`config.mk`:
```
export PLATFORM = sky130hd
export DESIGN_NAME = sprite_quad_vertex_generator_unit
export DESIGN_NICKNAME = d
export VERILOG_FILES = /design/src/sqvg_pkg.sv /design/src/sprite_quad_vertex_generator_unit.sv /design/src/sqvg_front.sv /design/src/sqvg_queue.sv /design/src/sqvg_back.sv
export SDC_FILE = /design/constraint.sdc
export NUM_CORES = 1
export LEC_CHECK = 0
export ABC_AREA = 1
export BUFFER_PORTS_ARGS = -buffer_cell sky130_fd_sc_hd__buf_2
export CORE_AREA = 4 4 294 296
export CTS_CLUSTER_SIZE = 28
export DETAILED_ROUTE_END_ITERATION = 6
export DIE_AREA = 0 0 298 300
export GPL_TIMING_DRIVEN = 0
export PLACE_DENSITY = 0.59
export SYNTH_ARGS = -nofsm -noshare
export SYNTH_HDL_FRONTEND = slang
export SYNTH_SLANG_ARGS = --single-unit
```
`constraint.sdc`:
```
create_clock -name clk -period 12.3 [get_ports clk]
set_input_delay 1.845 -clock clk [delete_from_list [all_inputs] [get_ports clk]]
set_output_delay 1.845 -clock clk [all_outputs]
set_load 0.005 [all_outputs]
```
`src/sqvg_pkg.sv`:
```
// ----------------------------------------------------------------------------
// Sprite quad vertex generator package
// Shared constants, widths and the queue word that links the front and the
// back half of the generator.
// ----------------------------------------------------------------------------
`default_nettype none

package sqvg_pkg;

	// Texture slot table depth that the top level uses unless told otherwise.
	localparam int SLOT_COUNT_DEF = 8;

	// Field widths fixed by the interface.
	localparam int POS_W      = 16;
	localparam int TEX_W      = 16;
	localparam int RGBA_W     = 32;
	localparam int SAT_W      = 8;
	localparam int ID_W       = 32;
	localparam int SLOT_OUT_W = 4;
	localparam int CNT_W      = 11;
	localparam int VIDX_W     = 12;
	localparam int CORNER_W   = 2;
	localparam int BASE_W     = VIDX_W - CORNER_W;

	// Sprite count limit after reset.
	localparam logic [CNT_W-1:0] MAX_SPRITES_RST = 11'd1024;

	// Slot code reported when the texture table has no room left.
	localparam logic [SLOT_OUT_W-1:0] SLOT_NONE = '1;
	// Slot reserved for untextured sprites.
	localparam logic [SLOT_OUT_W-1:0] SLOT_UNTEX = '0;

	// Corner numbers, counter-clockwise from the origin.
	localparam logic [CORNER_W-1:0] CORNER_00 = 2'd0;
	localparam logic [CORNER_W-1:0] CORNER_10 = 2'd1;
	localparam logic [CORNER_W-1:0] CORNER_11 = 2'd2;
	localparam logic [CORNER_W-1:0] CORNER_01 = 2'd3;

	// Depth of the queue between front and back.
	localparam int QUEUE_DEPTH = 2;

	// One classified sprite, as handed from the front to the back.
	typedef struct packed {
		logic signed [POS_W-1:0] pos_x;
		logic signed [POS_W-1:0] pos_y;
		logic signed [POS_W-1:0] size_x;
		logic signed [POS_W-1:0] size_y;
		logic [RGBA_W-1:0]       rgba;
		logic [SAT_W-1:0]        sat;
		logic [TEX_W-1:0]        tex_u;
		logic [TEX_W-1:0]        tex_v;
		logic [TEX_W-1:0]        tex_w;
		logic [TEX_W-1:0]        tex_h;
		logic [SLOT_OUT_W-1:0]   slot;
		logic [BASE_W-1:0]       base;
		logic                    full;
	} sqvg_entry_t;

endpackage

`default_nettype wire

```
`src/sprite_quad_vertex_generator_unit.sv`:
```
// ----------------------------------------------------------------------------
// Sprite quad vertex generator
// Turns each sprite into the four corners of its quad, with texture slot
// binding, vertex numbering and a batch full flag.
// ----------------------------------------------------------------------------
// A taken sprite word is written into the queue, and from there its corners
// are registered into the output stage one per cycle while out_ready holds.
// The single output port carries one corner per cycle, so each sprite takes
// four output words. Up to two sprites wait in the queue.
// Reset: arst_n clears the texture slot count to one, the sprite count to
// zero, the limit to 1024, and empties queue and output stage.
// ----------------------------------------------------------------------------
`default_nettype none

module sprite_quad_vertex_generator_unit #(
	parameter int SLOT_COUNT = sqvg_pkg::SLOT_COUNT_DEF
) (
	input  wire logic                                   clk,
	input  wire logic                                   arst_n,
	// Sprite limit register.
	input  wire logic                                   cfg_we,
	input  wire logic [sqvg_pkg::CNT_W-1:0]             cfg_wdata,
	// Sprite words in.
	input  wire logic                                   in_valid,
	output logic                                        in_ready,
	input  wire logic signed [sqvg_pkg::POS_W-1:0]      pos_x,
	input  wire logic signed [sqvg_pkg::POS_W-1:0]      pos_y,
	input  wire logic signed [sqvg_pkg::POS_W-1:0]      size_x,
	input  wire logic signed [sqvg_pkg::POS_W-1:0]      size_y,
	input  wire logic [sqvg_pkg::RGBA_W-1:0]            rgba,
	input  wire logic [sqvg_pkg::SAT_W-1:0]             sat,
	input  wire logic [sqvg_pkg::TEX_W-1:0]             tex_u,
	input  wire logic [sqvg_pkg::TEX_W-1:0]             tex_v,
	input  wire logic [sqvg_pkg::TEX_W-1:0]             tex_w,
	input  wire logic [sqvg_pkg::TEX_W-1:0]             tex_h,
	input  wire logic [sqvg_pkg::ID_W-1:0]              tex_handle,
	input  wire logic                                   untextured,
	// Vertex words out.
	output logic                                        out_valid,
	input  wire logic                                   out_ready,
	output logic signed [sqvg_pkg::POS_W-1:0]           vert_x,
	output logic signed [sqvg_pkg::POS_W-1:0]           vert_y,
	output logic [sqvg_pkg::RGBA_W-1:0]                 vert_rgba,
	output logic [sqvg_pkg::SAT_W-1:0]                  vert_sat,
	output logic [sqvg_pkg::TEX_W-1:0]                  vert_u,
	output logic [sqvg_pkg::TEX_W-1:0]                  vert_v,
	output logic signed [sqvg_pkg::SLOT_OUT_W-1:0]      slot,
	output logic [sqvg_pkg::VIDX_W-1:0]                 vertex_index,
	output logic                                        batch_full,
	output logic                                        last
);
	import sqvg_pkg::*;

	// The front end does all per-sprite bookkeeping at the moment the word is
	// taken, so sprite after sprite may enter on consecutive cycles as long as
	// the queue has room. Each queue word is complete in itself.
	logic        push_valid;
	logic        push_ready;
	sqvg_entry_t push_data;

	// The back end only expands queue words into corners.
	logic        pop_valid;
	logic        pop_ready;
	sqvg_entry_t pop_data;

	sqvg_front #(
		.SLOT_COUNT(SLOT_COUNT)
	) u_front (
		.clk        (clk),
		.arst_n     (arst_n),
		.cfg_we     (cfg_we),
		.cfg_wdata  (cfg_wdata),
		.in_valid   (in_valid),
		.in_ready   (in_ready),
		.pos_x      (pos_x),
		.pos_y      (pos_y),
		.size_x     (size_x),
		.size_y     (size_y),
		.rgba       (rgba),
		.sat        (sat),
		.tex_u      (tex_u),
		.tex_v      (tex_v),
		.tex_w      (tex_w),
		.tex_h      (tex_h),
		.tex_handle (tex_handle),
		.untextured (untextured),
		.push_valid (push_valid),
		.push_ready (push_ready),
		.push_data  (push_data)
	);

	sqvg_queue u_queue (
		.clk        (clk),
		.arst_n     (arst_n),
		.push_valid (push_valid),
		.push_ready (push_ready),
		.push_data  (push_data),
		.pop_valid  (pop_valid),
		.pop_ready  (pop_ready),
		.pop_data   (pop_data)
	);

	// The output stage is a register, so a stalled vertex word never blocks
	// the front end from taking new sprites while the queue has room.
	sqvg_back u_back (
		.clk          (clk),
		.arst_n       (arst_n),
		.pop_valid    (pop_valid),
		.pop_ready    (pop_ready),
		.pop_data     (pop_data),
		.out_valid    (out_valid),
		.out_ready    (out_ready),
		.vert_x       (vert_x),
		.vert_y       (vert_y),
		.vert_rgba    (vert_rgba),
		.vert_sat     (vert_sat),
		.vert_u       (vert_u),
		.vert_v       (vert_v),
		.slot         (slot),
		.vertex_index (vertex_index),
		.batch_full   (batch_full),
		.last         (last)
	);

endmodule

`default_nettype wire

```
`src/sqvg_front.sv`:
```
// ----------------------------------------------------------------------------
// Sprite quad vertex generator front end
// Accepts sprites, binds their texture ids to slots, advances the sprite
// counter and pushes one classified word per sprite into the queue.
// ----------------------------------------------------------------------------
`default_nettype none

module sqvg_front #(
	parameter int SLOT_COUNT = sqvg_pkg::SLOT_COUNT_DEF
) (
	input  wire logic                              clk,
	input  wire logic                              arst_n,
	input  wire logic                              cfg_we,
	input  wire logic [sqvg_pkg::CNT_W-1:0]        cfg_wdata,
	input  wire logic                              in_valid,
	output logic                                   in_ready,
	input  wire logic signed [sqvg_pkg::POS_W-1:0] pos_x,
	input  wire logic signed [sqvg_pkg::POS_W-1:0] pos_y,
	input  wire logic signed [sqvg_pkg::POS_W-1:0] size_x,
	input  wire logic signed [sqvg_pkg::POS_W-1:0] size_y,
	input  wire logic [sqvg_pkg::RGBA_W-1:0]       rgba,
	input  wire logic [sqvg_pkg::SAT_W-1:0]        sat,
	input  wire logic [sqvg_pkg::TEX_W-1:0]        tex_u,
	input  wire logic [sqvg_pkg::TEX_W-1:0]        tex_v,
	input  wire logic [sqvg_pkg::TEX_W-1:0]        tex_w,
	input  wire logic [sqvg_pkg::TEX_W-1:0]        tex_h,
	input  wire logic [sqvg_pkg::ID_W-1:0]         tex_handle,
	input  wire logic                              untextured,
	output logic                                   push_valid,
	input  wire logic                              push_ready,
	output sqvg_pkg::sqvg_entry_t                  push_data
);
	import sqvg_pkg::*;

	localparam int SLOT_W = $clog2(SLOT_COUNT);
	localparam int USED_W = $clog2(SLOT_COUNT + 1);

	logic [ID_W-1:0]       bound_q [SLOT_COUNT];
	logic [USED_W-1:0]     used_q;
	logic [CNT_W-1:0]      sprites_q;
	logic [CNT_W-1:0]      max_q;

	logic                  accept;
	logic                  hit;
	logic [SLOT_W-1:0]     hit_idx;
	logic                  room;
	logic                  bind_new;
	logic [SLOT_OUT_W-1:0] slot_sel;
	logic [CNT_W-1:0]      sprites_nxt;

	assign accept = in_valid && in_ready;
	assign in_ready = push_ready;
	assign push_valid = in_valid;

	// Entry 0 is reserved and never compared. Bound ids are unique, so at
	// most one entry matches and the index can be gathered with an OR.
	always_comb begin
		hit = 1'b0;
		hit_idx = '0;
		for (int i = 1; i < SLOT_COUNT; i++) begin
			if ((USED_W'(i) < used_q) && (bound_q[i] == tex_handle)) begin
				hit = 1'b1;
				hit_idx = hit_idx | SLOT_W'(i);
			end
		end
	end

	assign room = used_q < USED_W'(SLOT_COUNT);
	assign bind_new = accept && !untextured && !hit && room;

	always_comb begin
		if (untextured) begin
			slot_sel = SLOT_UNTEX;
		end else if (hit) begin
			slot_sel = SLOT_OUT_W'(hit_idx);
		end else if (room) begin
			slot_sel = SLOT_OUT_W'(used_q);
		end else begin
			slot_sel = SLOT_NONE;
		end
	end

	assign sprites_nxt = (sprites_q < max_q) ? sprites_q + CNT_W'(1) : sprites_q;

	always_comb begin
		push_data.pos_x  = pos_x;
		push_data.pos_y  = pos_y;
		push_data.size_x = size_x;
		push_data.size_y = size_y;
		push_data.rgba   = rgba;
		push_data.sat    = sat;
		push_data.tex_u  = tex_u;
		push_data.tex_v  = tex_v;
		push_data.tex_w  = tex_w;
		push_data.tex_h  = tex_h;
		push_data.slot   = slot_sel;
		push_data.base   = sprites_q[BASE_W-1:0];
		push_data.full   = sprites_nxt >= max_q;
	end

	always_ff @(posedge clk) begin
		if (bind_new) begin
			bound_q[used_q[SLOT_W-1:0]] <= tex_handle;
		end
	end

	always_ff @(posedge clk or negedge arst_n) begin
		if (!arst_n) begin
			used_q <= USED_W'(1);
			sprites_q <= '0;
			max_q <= MAX_SPRITES_RST;
		end else begin
			if (bind_new) begin
				used_q <= used_q + USED_W'(1);
			end
			if (accept) begin
				sprites_q <= sprites_nxt;
			end
			if (cfg_we) begin
				max_q <= cfg_wdata;
			end
		end
	end

	// The slot fill count stays between the reserved slot and the table size.
	a_used_range: assert property (@(posedge clk) disable iff (!arst_n)
		(used_q >= USED_W'(1)) && (used_q <= USED_W'(SLOT_COUNT)))
		else $error("slot fill count out of range");

	// A sprite below the limit advances the counter by exactly one.
	a_count_step: assert property (@(posedge clk) disable iff (!arst_n)
		accept && (sprites_q < max_q) |=> sprites_q == $past(sprites_q) + CNT_W'(1))
		else $error("sprite counter did not advance");

endmodule

`default_nettype wire

```
`src/sqvg_queue.sv`:
```
// ----------------------------------------------------------------------------
// Sprite quad vertex generator queue
// Short first-in first-out buffer of classified sprite words between the
// front end and the corner generator.
// ----------------------------------------------------------------------------
`default_nettype none

module sqvg_queue (
	input  wire logic                  clk,
	input  wire logic                  arst_n,
	input  wire logic                  push_valid,
	output logic                       push_ready,
	input  wire sqvg_pkg::sqvg_entry_t push_data,
	output logic                       pop_valid,
	input  wire logic                  pop_ready,
	output sqvg_pkg::sqvg_entry_t      pop_data
);
	import sqvg_pkg::*;

	localparam int PTR_W = (QUEUE_DEPTH > 1) ? $clog2(QUEUE_DEPTH) : 1;
	localparam int FILL_W = $clog2(QUEUE_DEPTH + 1);

	sqvg_entry_t       mem_q [QUEUE_DEPTH];
	logic [PTR_W-1:0]  wr_q;
	logic [PTR_W-1:0]  rd_q;
	logic [FILL_W-1:0] fill_q;
	logic              do_push;
	logic              do_pop;

	assign push_ready = fill_q < FILL_W'(QUEUE_DEPTH);
	assign pop_valid = fill_q != '0;
	assign pop_data = mem_q[rd_q];
	assign do_push = push_valid && push_ready;
	assign do_pop = pop_valid && pop_ready;

	always_ff @(posedge clk) begin
		if (do_push) begin
			mem_q[wr_q] <= push_data;
		end
	end

	always_ff @(posedge clk or negedge arst_n) begin
		if (!arst_n) begin
			wr_q <= '0;
			rd_q <= '0;
			fill_q <= '0;
		end else begin
			if (do_push) begin
				wr_q <= (wr_q == PTR_W'(QUEUE_DEPTH - 1)) ? '0 : wr_q + PTR_W'(1);
			end
			if (do_pop) begin
				rd_q <= (rd_q == PTR_W'(QUEUE_DEPTH - 1)) ? '0 : rd_q + PTR_W'(1);
			end
			case ({do_push, do_pop})
				2'b10:   fill_q <= fill_q + FILL_W'(1);
				2'b01:   fill_q <= fill_q - FILL_W'(1);
				default: fill_q <= fill_q;
			endcase
		end
	end

	// Pointers and fill count must agree: equal pointers mean empty or full.
	a_ptr_fill: assert property (@(posedge clk) disable iff (!arst_n)
		(wr_q == rd_q) |-> ((fill_q == '0) || (fill_q == FILL_W'(QUEUE_DEPTH))))
		else $error("queue pointers disagree with fill count");

endmodule

`default_nettype wire

```
`src/sqvg_back.sv`:
```
// ----------------------------------------------------------------------------
// Sprite quad vertex generator back end
// Walks the four corners of the sprite at the queue head and registers one
// saturated vertex word per cycle into the output stage while it is empty or draining.
// ----------------------------------------------------------------------------
`default_nettype none

module sqvg_back (
	input  wire logic                               clk,
	input  wire logic                               arst_n,
	input  wire logic                               pop_valid,
	output logic                                    pop_ready,
	input  wire sqvg_pkg::sqvg_entry_t              pop_data,
	output logic                                    out_valid,
	input  wire logic                               out_ready,
	output logic signed [sqvg_pkg::POS_W-1:0]       vert_x,
	output logic signed [sqvg_pkg::POS_W-1:0]       vert_y,
	output logic [sqvg_pkg::RGBA_W-1:0]             vert_rgba,
	output logic [sqvg_pkg::SAT_W-1:0]              vert_sat,
	output logic [sqvg_pkg::TEX_W-1:0]              vert_u,
	output logic [sqvg_pkg::TEX_W-1:0]              vert_v,
	output logic signed [sqvg_pkg::SLOT_OUT_W-1:0]  slot,
	output logic [sqvg_pkg::VIDX_W-1:0]             vertex_index,
	output logic                                    batch_full,
	output logic                                    last
);
	import sqvg_pkg::*;

	logic [CORNER_W-1:0]    corner_q;
	logic                   out_valid_q;
	logic [POS_W-1:0]       x_q;
	logic [POS_W-1:0]       y_q;
	logic [RGBA_W-1:0]      rgba_q;
	logic [SAT_W-1:0]       sat_q;
	logic [TEX_W-1:0]       u_q;
	logic [TEX_W-1:0]       v_q;
	logic [SLOT_OUT_W-1:0]  slot_q;
	logic [VIDX_W-1:0]      vidx_q;
	logic                   full_q;
	logic                   last_q;

	logic                   load;
	logic                   add_x;
	logic                   add_y;
	logic signed [POS_W:0]  sum_x;
	logic signed [POS_W:0]  sum_y;
	logic [TEX_W:0]         sum_u;
	logic [TEX_W:0]         sum_v;
	logic [POS_W-1:0]       x_nxt;
	logic [POS_W-1:0]       y_nxt;
	logic [TEX_W-1:0]       u_nxt;
	logic [TEX_W-1:0]       v_nxt;

	// A new corner goes out whenever a sprite waits at the queue head and the output stage is empty or draining.
	assign load = pop_valid && (!out_valid_q || out_ready);
	assign pop_ready = load && (corner_q == CORNER_01);

	assign add_x = (corner_q == CORNER_10) || (corner_q == CORNER_11);
	assign add_y = (corner_q == CORNER_11) || (corner_q == CORNER_01);

	always_comb begin
		sum_x = {pop_data.pos_x[POS_W-1], pop_data.pos_x}
			+ (add_x ? {pop_data.size_x[POS_W-1], pop_data.size_x} : '0);
		sum_y = {pop_data.pos_y[POS_W-1], pop_data.pos_y}
			+ (add_y ? {pop_data.size_y[POS_W-1], pop_data.size_y} : '0);
		sum_u = {1'b0, pop_data.tex_u} + (add_x ? {1'b0, pop_data.tex_w} : '0);
		sum_v = {1'b0, pop_data.tex_v} + (add_y ? {1'b0, pop_data.tex_h} : '0);

		// Signed overflow shows as the top two bits of the sum disagreeing.
		if (sum_x[POS_W] != sum_x[POS_W-1]) begin
			x_nxt = sum_x[POS_W] ? {1'b1, {(POS_W-1){1'b0}}} : {1'b0, {(POS_W-1){1'b1}}};
		end else begin
			x_nxt = sum_x[POS_W-1:0];
		end
		if (sum_y[POS_W] != sum_y[POS_W-1]) begin
			y_nxt = sum_y[POS_W] ? {1'b1, {(POS_W-1){1'b0}}} : {1'b0, {(POS_W-1){1'b1}}};
		end else begin
			y_nxt = sum_y[POS_W-1:0];
		end
		u_nxt = sum_u[TEX_W] ? '1 : sum_u[TEX_W-1:0];
		v_nxt = sum_v[TEX_W] ? '1 : sum_v[TEX_W-1:0];
	end

	always_ff @(posedge clk) begin
		if (load) begin
			x_q    <= x_nxt;
			y_q    <= y_nxt;
			rgba_q <= pop_data.rgba;
			sat_q  <= pop_data.sat;
			u_q    <= u_nxt;
			v_q    <= v_nxt;
			slot_q <= pop_data.slot;
			vidx_q <= {pop_data.base, corner_q};
			full_q <= pop_data.full;
			last_q <= corner_q == CORNER_01;
		end
	end

	always_ff @(posedge clk or negedge arst_n) begin
		if (!arst_n) begin
			corner_q <= CORNER_00;
			out_valid_q <= 1'b0;
		end else begin
			if (load) begin
				corner_q <= corner_q + CORNER_W'(1);
				out_valid_q <= 1'b1;
			end else if (out_ready) begin
				out_valid_q <= 1'b0;
			end
		end
	end

	assign out_valid    = out_valid_q;
	assign vert_x       = x_q;
	assign vert_y       = y_q;
	assign vert_rgba    = rgba_q;
	assign vert_sat     = sat_q;
	assign vert_u       = u_q;
	assign vert_v       = v_q;
	assign slot         = slot_q;
	assign vertex_index = vidx_q;
	assign batch_full   = full_q;
	assign last         = last_q;

	// The last flag marks exactly the corner numbered three.
	a_last_corner: assert property (@(posedge clk) disable iff (!arst_n)
		out_valid_q |-> (last_q == (vidx_q[CORNER_W-1:0] == CORNER_01)))
		else $error("last flag does not match corner number");

endmodule

`default_nettype wire
```
==> qor.csv, run 1 <==
metric,value,unit
drt via density,4.82,
largest family of logic cells by synthesized area,simple AND/OR/NAND/NOR gates,
wire length per cell,19.6,µm
min Tclk post-route,4.43,ns
clk buf depth,3,
DRC,1,
die area,89400,µm²
Die Wd,298,µm
Congestion Overflow GR,0,
#FFs+latches synth,745,
Setup Skew,0.0626,ns
CTS sink cnt,745,
Initial Util,0.398,
TNS Setup,0,ns
Avg Inst Size Synth,10.9,µm²
"Clk Latency, worst-skew pair",0.67,ns
setup ws final,7.87,ns
Syn Inst Count,3045,
root buf cell,clkbuf_16,
XOR/XNOR Fraction of Synth Area,0.0351,
Yosys top cell by area,edfxtp_1,
compound-gate portion of the synthesized area,0.0386,
register area share after synthesis,0.668,
Post-synth top cells,"nand2_1 (1131), edfxtp_1 (712), inv_1 (294)",
number of synthesized flops with an enable pin,712,
max-slew violations,0,
synthesized cell area,33200,µm²
dpl ws,7.22,ns
CTS tree,done,
clock slew at reported path FFs,0.06,ns
crit start category,input pin,
Die Y-Extent,300,µm
Post-CTS Setup Bufs,0,
WS Path Type,input pin to flip-flop,
global-route wire length before repair,135000,µm
Synth Warn #,0,
detailed-route via count,22494,
HPWL after DPL,68100,µm
maxcap violations,0,
mux contribution to synthesized area,0,
largest net degree at the start of global routing,34,
Placer Congestion,0.900,
Synth Area in Adders,0.0367,
Core ar.,83600,µm²
total power,0.00980,W
CTS Buf Count,83,
Nets,3813,
Port-buffer cells,340,
Fillers,7657,
initial antenna violation count,28,
GRT Resource Usage Total,0.201,
Initial DRC Count,1704,
status,"finished, violations left",
final period utilization,0.361,
Crit path arrival time,4.77,ns
Required @ worst endpoint,12.64,ns
Area contributors post-synth,"edfxtp_1 (64%), nand2_1 (13%), ha_1 (3.4%), inv_1 (3.3%), dfrtp_1 (2.3%)",
top_reg_cell synth,edfxtp_1,
failing checks,DRC,
max frequency,0.226,GHz
final wirelength,91200,µm
net count of the mapped netlist,3357,
worst relative slew slack,0.324,
# setup viols final,0,
post-cts sizing count,0,
"count leader, synth",nand2_1,
H-tree level count,3,
Crit. End Element,flip-flop,
# rows,106,
antenna-violating nets left,0,
cts hold-fix bufs,0,
Peak supply drop,0.141,mV
share of cells above drive strength 1,0.162,
worst-path maximum fanout,10,
synth unique cells,53,
area added between synthesis and finish,19.6,%
Leakage,16.9,nW
RSZ-0062 raised after global routing,no,
final count of hold timing violations,0,
Worst Hold Class,flip-flop to flip-flop,
DRT Pass-1 Iters,7,
power per cell area,247,nW/µm²
Ports,341,
final core occ,0.476,
Async SR Flop Fraction,0.0443,
vias in the first global route,21928,
top cell type's share of synthesized area,0.644,
worst slew pin tran,1.01,ns
simple-gate share of the synthesized area,0.175,
-- cell usage in the layout, fill, tap and decap left out, types with 58 or more instances in the layout --
master	count
xor2_1	58
edfxtp_1	712
clkbuf_1	64
nor2_1	154
clkbuf_16	83
ha_1	91
inv_1	294
a21oi_1	112
o21ai_0	71
nand2_1	1131
buf_2	366
xnor2_1	75
-- kinds of logic after synthesis --
family	Yosys count
XOR/XNOR	133
AO/OA/AOI/OAI	234
buffers and inverters	387
flip-flops	745
AND/OR/NAND/NOR	1451
adder cells (fa/ha/maj)	95
-- final timing paths --
check | start | to | slack, ns | cells after the start
hold reg to reg | u_queue.mem_q[0][83] | u_back.vert_sat[4] | 0.47 | 2
setup / recovery | tex_handle[25] | u_front.bound_q[3][5] | 7.87 | 17
hold / removal | u_queue.mem_q[0][83] | u_back.vert_sat[4] | 0.47 | 2
min in group asynchronous | arst_n | u_queue.rd_q | 1.32 | 1
setup reg to reg | u_queue.rd_q | u_back.vert_x[10] | 7.96 | 16
max in group asynchronous | arst_n | u_queue.fill_q[1] | 10.40 | 1
-- through the flow --
| stage | hold slack (ns) | area (µm²) | cells |
|---|---|---|---|
| 2_1_floorplan | 0.461 | 33200 | 3045 |
| 3_3_place_gp | 0.475 | 36300 | 4465 |
| 3_5_place_dp | 0.495 | 36900 | 4496 |
| 4_1_cts | 0.478 | 39700 | 4643 |
| 5_1_grt | 0.508 | 39700 | 4650 |
| 6_report | 0.471 | 39700 | 4662 |
-- flip-flops by register name, indices dropped and copies added, names as in the netlist, 11 cells and up --
name	cells
u_back.vertex_index	12
u_back.vert_v	16
u_back.vert_u	16
u_back.vert_y	16
u_front.max_q	11
u_front.sprites_q	11
u_back.vert_x	16
u_front.bound_q	224
u_back.vert_rgba	32
u_queue.mem_q	366
-- per-layer routing --
layer	share of wire	track usage	vias up
met3	0.060	0.0406	159
met2	0.50	0.345	592
li1	-	-	11086
met1	0.42	0.256	10645
met4	0.027	0.0645	12
met5	0.00075	0	-
-- cell type report --
| cell class | instances | area [µm²] | share of cell area |
|---|---|---|---|
| Antenna cell | 19 | 47.5 | 0.00120 |
| Buffer | 87 | 395 | 0.00995 |
| Clock buffer | 99 | 2150 | 0.0540 |
| Clock inverter | 48 | 614 | 0.0155 |
| Inverter | 300 | 1130 | 0.0283 |
| Multi-Input combinational cell | 1913 | 9570 | 0.241 |
| Sequential cell | 745 | 22200 | 0.559 |
| Tap cell | 1080 | 1350 | 0.0340 |
| Timing Repair Buffer | 371 | 2290 | 0.0576 |
-- report_power, final --
part,internal [W],switching [W],leakage [nW],total (W)
sequential,0.00352,0.000144,6.97,0.00367
combinational,0.00126,0.00237,8.58,0.00363
clock,0.00147,0.00104,1.34,0.00251
-- critical path: stages --
cell,delay [ns]
buf_2,0.17
clkbuf_2,0.21
inv_1,0.24
nand2_1,0.08
nand2_1,0.09
inv_1,0.04
nand2_1,0.12
nor2_1,0.06
nand2_1,0.06
nor2_1,0.04
nand3_1,0.09
nand2_1,0.17
nor2_4,0.24
nand3_4,0.18
nor3_2,0.67
buf_8,0.24
buf_6,0.18
Note: power is estimated with default switching activity, not from simulation.
==> inputs of run 2 (changes only) <==
--- a/config.mk
+++ b/config.mk
@@ -12,7 +12,7 @@
 export DETAILED_ROUTE_END_ITERATION = 6
 export DIE_AREA = 0 0 298 300
 export GPL_TIMING_DRIVEN = 0
-export PLACE_DENSITY = 0.59
+export PLACE_DENSITY = 0.62
 export SYNTH_ARGS = -nofsm -noshare
 export SYNTH_HDL_FRONTEND = slang
 export SYNTH_SLANG_ARGS = --single-unit
==> constraint.sdc (replaced) <==
create_clock -name clk -period 4.02 [get_ports clk]
set_input_delay 0.603 -clock clk [delete_from_list [all_inputs] [get_ports clk]]
set_output_delay 0.603 -clock clk [all_outputs]
set_load 0.005 [all_outputs]
==> run 2 against run 1 <==
The flow now finishes without violations. Via count is 0.16% higher. First-iteration DRC count is 9.9% lower. Final cell count is essentially flat. Critical endpoint is now u_back.vert_y[14].
==> qor.csv, run 2 (synthesis gave the netlist of run 1 again) <==
metric,value,unit
status,finished clean,
clk buf depth,3,
final std cells w/o fill,4665,
Fillers,7602,
Required @ worst endpoint,4.40,ns
CTS tree,done,
Crit. End Element,flip-flop,
Peak supply drop,0.437,mV
cts hold-fix bufs,0,
placed cell count,4496,
largest net degree at the start of global routing,34,
final count of hold timing violations,0,
Placer Congestion,0.906,
hold slack,0.118,ns
area added between synthesis and finish,19.6,%
sequential power share,0.378,
DRT Pass-1 Iters,5,
Largest register FFs,366,
area occupied by multi-input gates,9590,µm²
part of the power in combinational logic,0.376,
worst slew pin tran,1.01,ns
Ports,341,
share of cells above drive strength 1,0.172,
Initial DRC Count,1535,
Crit path arrival time,4.08,ns
CTS sink cnt,745,
most common library cell in the layout ignoring fill and taps,nand2_1,
Clk pwr share,0.246,
initial antenna violation count,27,
met1 Resource Use GR,0.242,
worst-path maximum fanout,10,
Leakage,16.9,nW
# rows,106,
final period utilization,0.922,
HPWL after DPL,67200,µm
met3 usage,0.0383,
GRT Resource Usage Total,0.195,
GRT Max-Usage Layer,met2,
GRT met2 Usage,0.344,
Register Area,22200,µm²
min Tclk post-route,3.70,ns
# setup viols final,0,
Nets,3811,
antenna-violating nets left,0,
die area,89400,µm²
root buf cell,clkbuf_16,
Port-buffer cells,340,
Core ar.,83600,µm²
internal cell power,0.0189,W
Setup Skew,0.0626,ns
CTS Buf Count,81,
clock slew at reported path FFs,0.06,ns
sw power,0.0108,W
Worst Hold Class,input pin to async pin,
global-route wire length before repair,132000,µm
DRC,0,
Largest Register,u_queue.mem_q,
power per cell area,747,nW/µm²
max frequency,0.270,GHz
"Clk Latency, worst-skew pair",0.64,ns
WS Path Type,flip-flop to flip-flop,
R2R cell count,21,
Sw Share,0.363,
Post-CTS Setup Bufs,0,
Congestion Overflow GR,0,
worst relative slew slack,0.323,
wire length per cell,19.1,µm
Die Y-Extent,300,µm
Initial Util,0.398,
most frequent cells in the layout,"nand2_1 (1130), edfxtp_1 (712), buf_2 (368)",
vias in the first global route,21958,
drt via density,4.83,
design area,39700,µm²
max-slew violations,0,
detailed-route via count,22530,
maxcap violations,0,
Die Wd,298,µm
"Cell Area, Placed",37000,µm²
crit start category,flip-flop,
final wirelength,89100,µm
H-tree level count,3,
-- run 2: what timing repair did --
item / in CTS / in global routing
setup endpoints to repair: 62 / 61
endpoints found under the hold margin: 0 / 0
resized for setup: 10 / 51
-- run 2: layer usage --
layer	wire length, µm	up-vias
met5	57	-
met4	2740	10
met3	6250	151
met2	44500	709
met1	35500	10608
li1	-	11052
-- run 2: cell type report --
| type | instances | area share |
|---|---|---|
| diodes | 22 | 0.00139 |
| plain buffers | 87 | 0.0114 |
| clock buffers | 95 | 0.0534 |
| clock inverters | 52 | 0.0132 |
| inverters | 300 | 0.0283 |
| multi-input cells | 1913 | 0.241 |
| flip-flops and latches | 745 | 0.559 |
| well taps | 1080 | 0.0340 |
| repair buffers | 371 | 0.0581 |
-- run 2: stage by stage --
step	setup TNS, ns	worst slack (ns)	total power, W	utilization
4_1_cts	0	0.0137	0.0299	0.474
3_3_place_gp	-1281.09	-3.44	0.0223	0.435
3_5_place_dp	-16.75	-0.413	0.0226	0.442
6_report	0	0.315	0.0297	0.476
2_1_floorplan	-24.93	-0.390	0.0186	-
5_1_grt	-0.00262	-0.00207	0.0318	0.475
-- run 2: power groups by stage --
stage	logic, W	clock network [W]	registers, W
finish	0.0111	0.00729	0.0112
floorplan	0.00707	0	0.0115
detailed placement	0.0112	0	0.0114
CTS	0.0112	0.00745	0.0112
global placement	0.0107	0	0.0115
global route	0.0126	0.00778	0.0114
-- run 2: path summary, 6_finish.rpt --
path	from	to	slack (ns)
setup / recovery	u_queue.rd_q	u_back.vert_y[14]	0.32
max in group asynchronous	arst_n	u_front.max_q[6]	3.29
setup reg to reg	u_queue.rd_q	u_back.vert_y[14]	0.32
hold / removal	arst_n	u_queue.rd_q	0.12
hold reg to reg	u_queue.mem_q[0][5]	u_back.vertex_index[6]	0.49
min in group clk	rgba[21]	u_queue.mem_q[1][108]	0.15
-- run 2: worst max-delay path, stage by stage (launching register included) --
cell and delay (ns):
dfrtp_1 0.36, clkbuf_1 0.16, inv_1 0.11, clkbuf_4 0.30
buf_2 0.28, nand2_1 0.07, nand2_1 0.07, ha_1 0.17
inv_1 0.06, fa_1 0.40, nand3b_1 0.17, nand2_1 0.13
a21oi_2 0.10, o21ai_2 0.23, nand3_2 0.12, nand2_1 0.07
nand2_1 0.05, nand2_2 0.08, nand2_1 0.14, buf_2 0.22
nand2_1 0.08, nand2_1 0.07
==> inputs of run 3 (changes only) <==
--- a/config.mk
+++ b/config.mk
@@ -8,6 +8,7 @@
 export ABC_AREA = 1
 export BUFFER_PORTS_ARGS = -buffer_cell sky130_fd_sc_hd__buf_2
 export CORE_AREA = 4 4 294 296
+export CTS_BUF_LIST = sky130_fd_sc_hd__clkbuf_4 sky130_fd_sc_hd__clkbuf_8
 export CTS_CLUSTER_SIZE = 28
 export DETAILED_ROUTE_END_ITERATION = 6
 export DIE_AREA = 0 0 298 300
==> run 3 against run 2 <==
Clock skew is 0.013 ns higher. Critical endpoint unchanged. Sequential share of layout area is 1.4 points lower. Sequential cell count stayed put. Combinational power is essentially flat. Fmax fell by 0.66%. Final cell count rose by 4.0%. First-iteration DRC count up 1.3%. Critical path depth unchanged. Non-clock buffer count is 127 higher. Via count rose by 2.9%. Clock power shrank 11%. Critical path type unchanged. Wire length rose by 1.3%.
==> qor.csv, run 3 (synthesis gave the netlist of run 1 again) <==
metric,value,unit
Largest register FFs,366,
TNS Setup,0,ns
H-tree level count,3,
Sw Share,0.369,
Ports,341,
clk buf depth,3,
initial antenna violation count,12,
detailed-route via count,23190,
root buf cell,clkbuf_8,
sw power,0.0107,W
final period utilization,0.928,
min Tclk post-route,3.73,ns
hold endpoint,u_queue.mem_q[0][69],
Port-buffer cells,340,
internal cell power,0.0183,W
Fillers,7574,
r2r startpoint,u_queue.rd_q,
sequential power share,0.387,
crit-path most repeated cell,nand2_1,
DRT Pass-1 Iters,6,
total power,0.0290,W
Setup Skew,0.0759,ns
Congestion Overflow GR,0,
Core ar.,83600,µm²
global-route wire length before repair,135000,µm
"Clk Latency, worst-skew pair",0.75,ns
Post-CTS Setup Bufs,0,
Initial DRC Count,1555,
hold depth,1,
final core occ,0.487,
area occupied by multi-input gates,9590,µm²
# rows,106,
Hold Path Origin,tex_u[6],
max frequency,0.268,GHz
FF-to-FF End,u_back.vert_y[14],
max-slew violations,0,
placed cell count,4496,
vias in the first global route,22959,
maxcap violations,0,
worst relative slew slack,0.298,
Crit path arrival time,4.16,ns
Die Wd,298,µm
die area,89400,µm²
final count of hold timing violations,0,
most frequent cells in the layout,"nand2_1 (1130), edfxtp_1 (712), buf_2 (367)",
HPWL after DPL,67200,µm
Largest Register,u_queue.mem_q,
Clk pwr share,0.225,
largest net degree at the start of global routing,34,
Register Area,22200,µm²
worst-path maximum fanout,10,
crit start category,flip-flop,
Peak supply drop,0.365,mV
CP max stage cell,fa_1,
R2R cell count,21,
CTS tree,done,
final wirelength,90300,µm
status,finished clean,
Worst Hold Class,input pin to flip-flop,
clock slew at reported path FFs,0.06,ns
wire length per cell,18.6,µm
final std cells w/o fill,4850,
Nets,3977,
power per cell area,713,nW/µm²
# setup viols final,0,
cells along the critical path,clkbuf_1 -> inv_1 -> buf_4 -> buf_2 -> nand2_1 -> nand2_1 -> ha_1 -> inv_1 -> fa_1 -> nand3b_1 -> nand2_1 -> a21oi_2 -> o21ai_2 -> nand3_2 -> nand2_1 -> nand2_1 -> nand2_2 -> nand2_1 -> buf_2 -> nand2_1 -> nand2_1,
GRT Resource Usage Total,0.198,
Placer Congestion,0.906,
drt via density,4.78,
CTS sink cnt,745,
most common library cell in the layout ignoring fill and taps,nand2_1,
DRC,0,
area added between synthesis and finish,22.6,%
Required @ worst endpoint,4.45,ns
Crit. End Element,flip-flop,
CTS Buf Count,120,
Die Y-Extent,300,µm
biggest cell delay along the critical path,0.40,ns
Initial Util,0.398,
"setup slack, reg-to-reg",0.29,ns
share of cells above drive strength 1,0.181,
Leakage,17.4,nW
antenna-violating nets left,0,
WS Path Type,flip-flop to flip-flop,
part of the power in combinational logic,0.388,
worst slew pin tran,1.05,ns
==> run 3: per-layer routing <==
layer | GRT usage | share of wire
met5 | 0 | 0.00081
met4 | 0.0649 | 0.029
met3 | 0.0417 | 0.066
met2 | 0.348 | 0.50
met1 | 0.246 | 0.41
==> run 3: worst max-delay path by stage <==
stage | cells after the start | slack, ns | from | endpoint
2_1_floorplan | 12 | -0.39 | tex_handle[19] | u_front.bound_q[3][0]
3_5_place_dp | 21 | -0.41 | u_queue.rd_q | u_back.vert_y[11]
4_1_cts | 20 | 0.004 | u_queue.rd_q | u_back.vert_y[11]
5_1_grt | 21 | -0.01 | u_queue.rd_q | u_back.vert_y[10]
3_3_place_gp | 10 | -3.44 | tex_handle[18] | u_front.bound_q[3][1]
6_report | 21 | 0.29 | u_queue.rd_q | u_back.vert_y[14]
==> run 3: area by class of cell <==
cell class,count,area share
flip-flops and latches,745,0.545
multi-input cells,1913,0.235
repair buffers,498,0.0879
clock buffers,162,0.0488
well taps,1080,0.0332
inverters,300,0.0277
plain buffers,87,0.0112
clock inverters,54,0.00986
diodes,11,0.000676
==> run 3: worst max-delay path, delay by kind of cell (launching register included) <==
family / cells / cell delay (ns)
buffers and inverters: 6 / 1.13
AND/OR/NAND/NOR: 11 / 1.05
adder cells (fa/ha/maj): 2 / 0.57
AO/OA/AOI/OAI: 2 / 0.33
flip-flops: 1 / 0.36
==> run 3: what timing repair did <==
action	4_1_cts	5_1_grt
cloned	0	0
pin swaps	0	0
setup endpoints to repair	62	58
gates resized for setup	9	55
endpoints found under the hold margin	253	0
hold buffers	127	0
==> run 3: power groups by stage <==
stage / combinational, W / clock, W / sequential (W)
3_3_place_gp: 0.0107 / 0 / 0.0115
3_5_place_dp: 0.0112 / 0 / 0.0114
5_1_grt: 0.0128 / 0.00706 / 0.0114
6_report: 0.0113 / 0.00652 / 0.0112
2_1_floorplan: 0.00707 / 0 / 0.0115
4_1_cts: 0.0113 / 0.00670 / 0.0112
==> run 3: through the flow <==
step | instance area [µm²] | hold slack (ns) | setup WS [ns]
2_1_floorplan | 33300 | 0.307 | -0.390
3_3_place_gp | 36300 | 0.478 | -3.44
3_5_place_dp | 37000 | 0.484 | -0.413
4_1_cts | 40600 | 0.0000197 | 0.00435
5_1_grt | 40700 | 0.00483 | -0.0116
6_report | 40700 | 0.0794 | 0.291
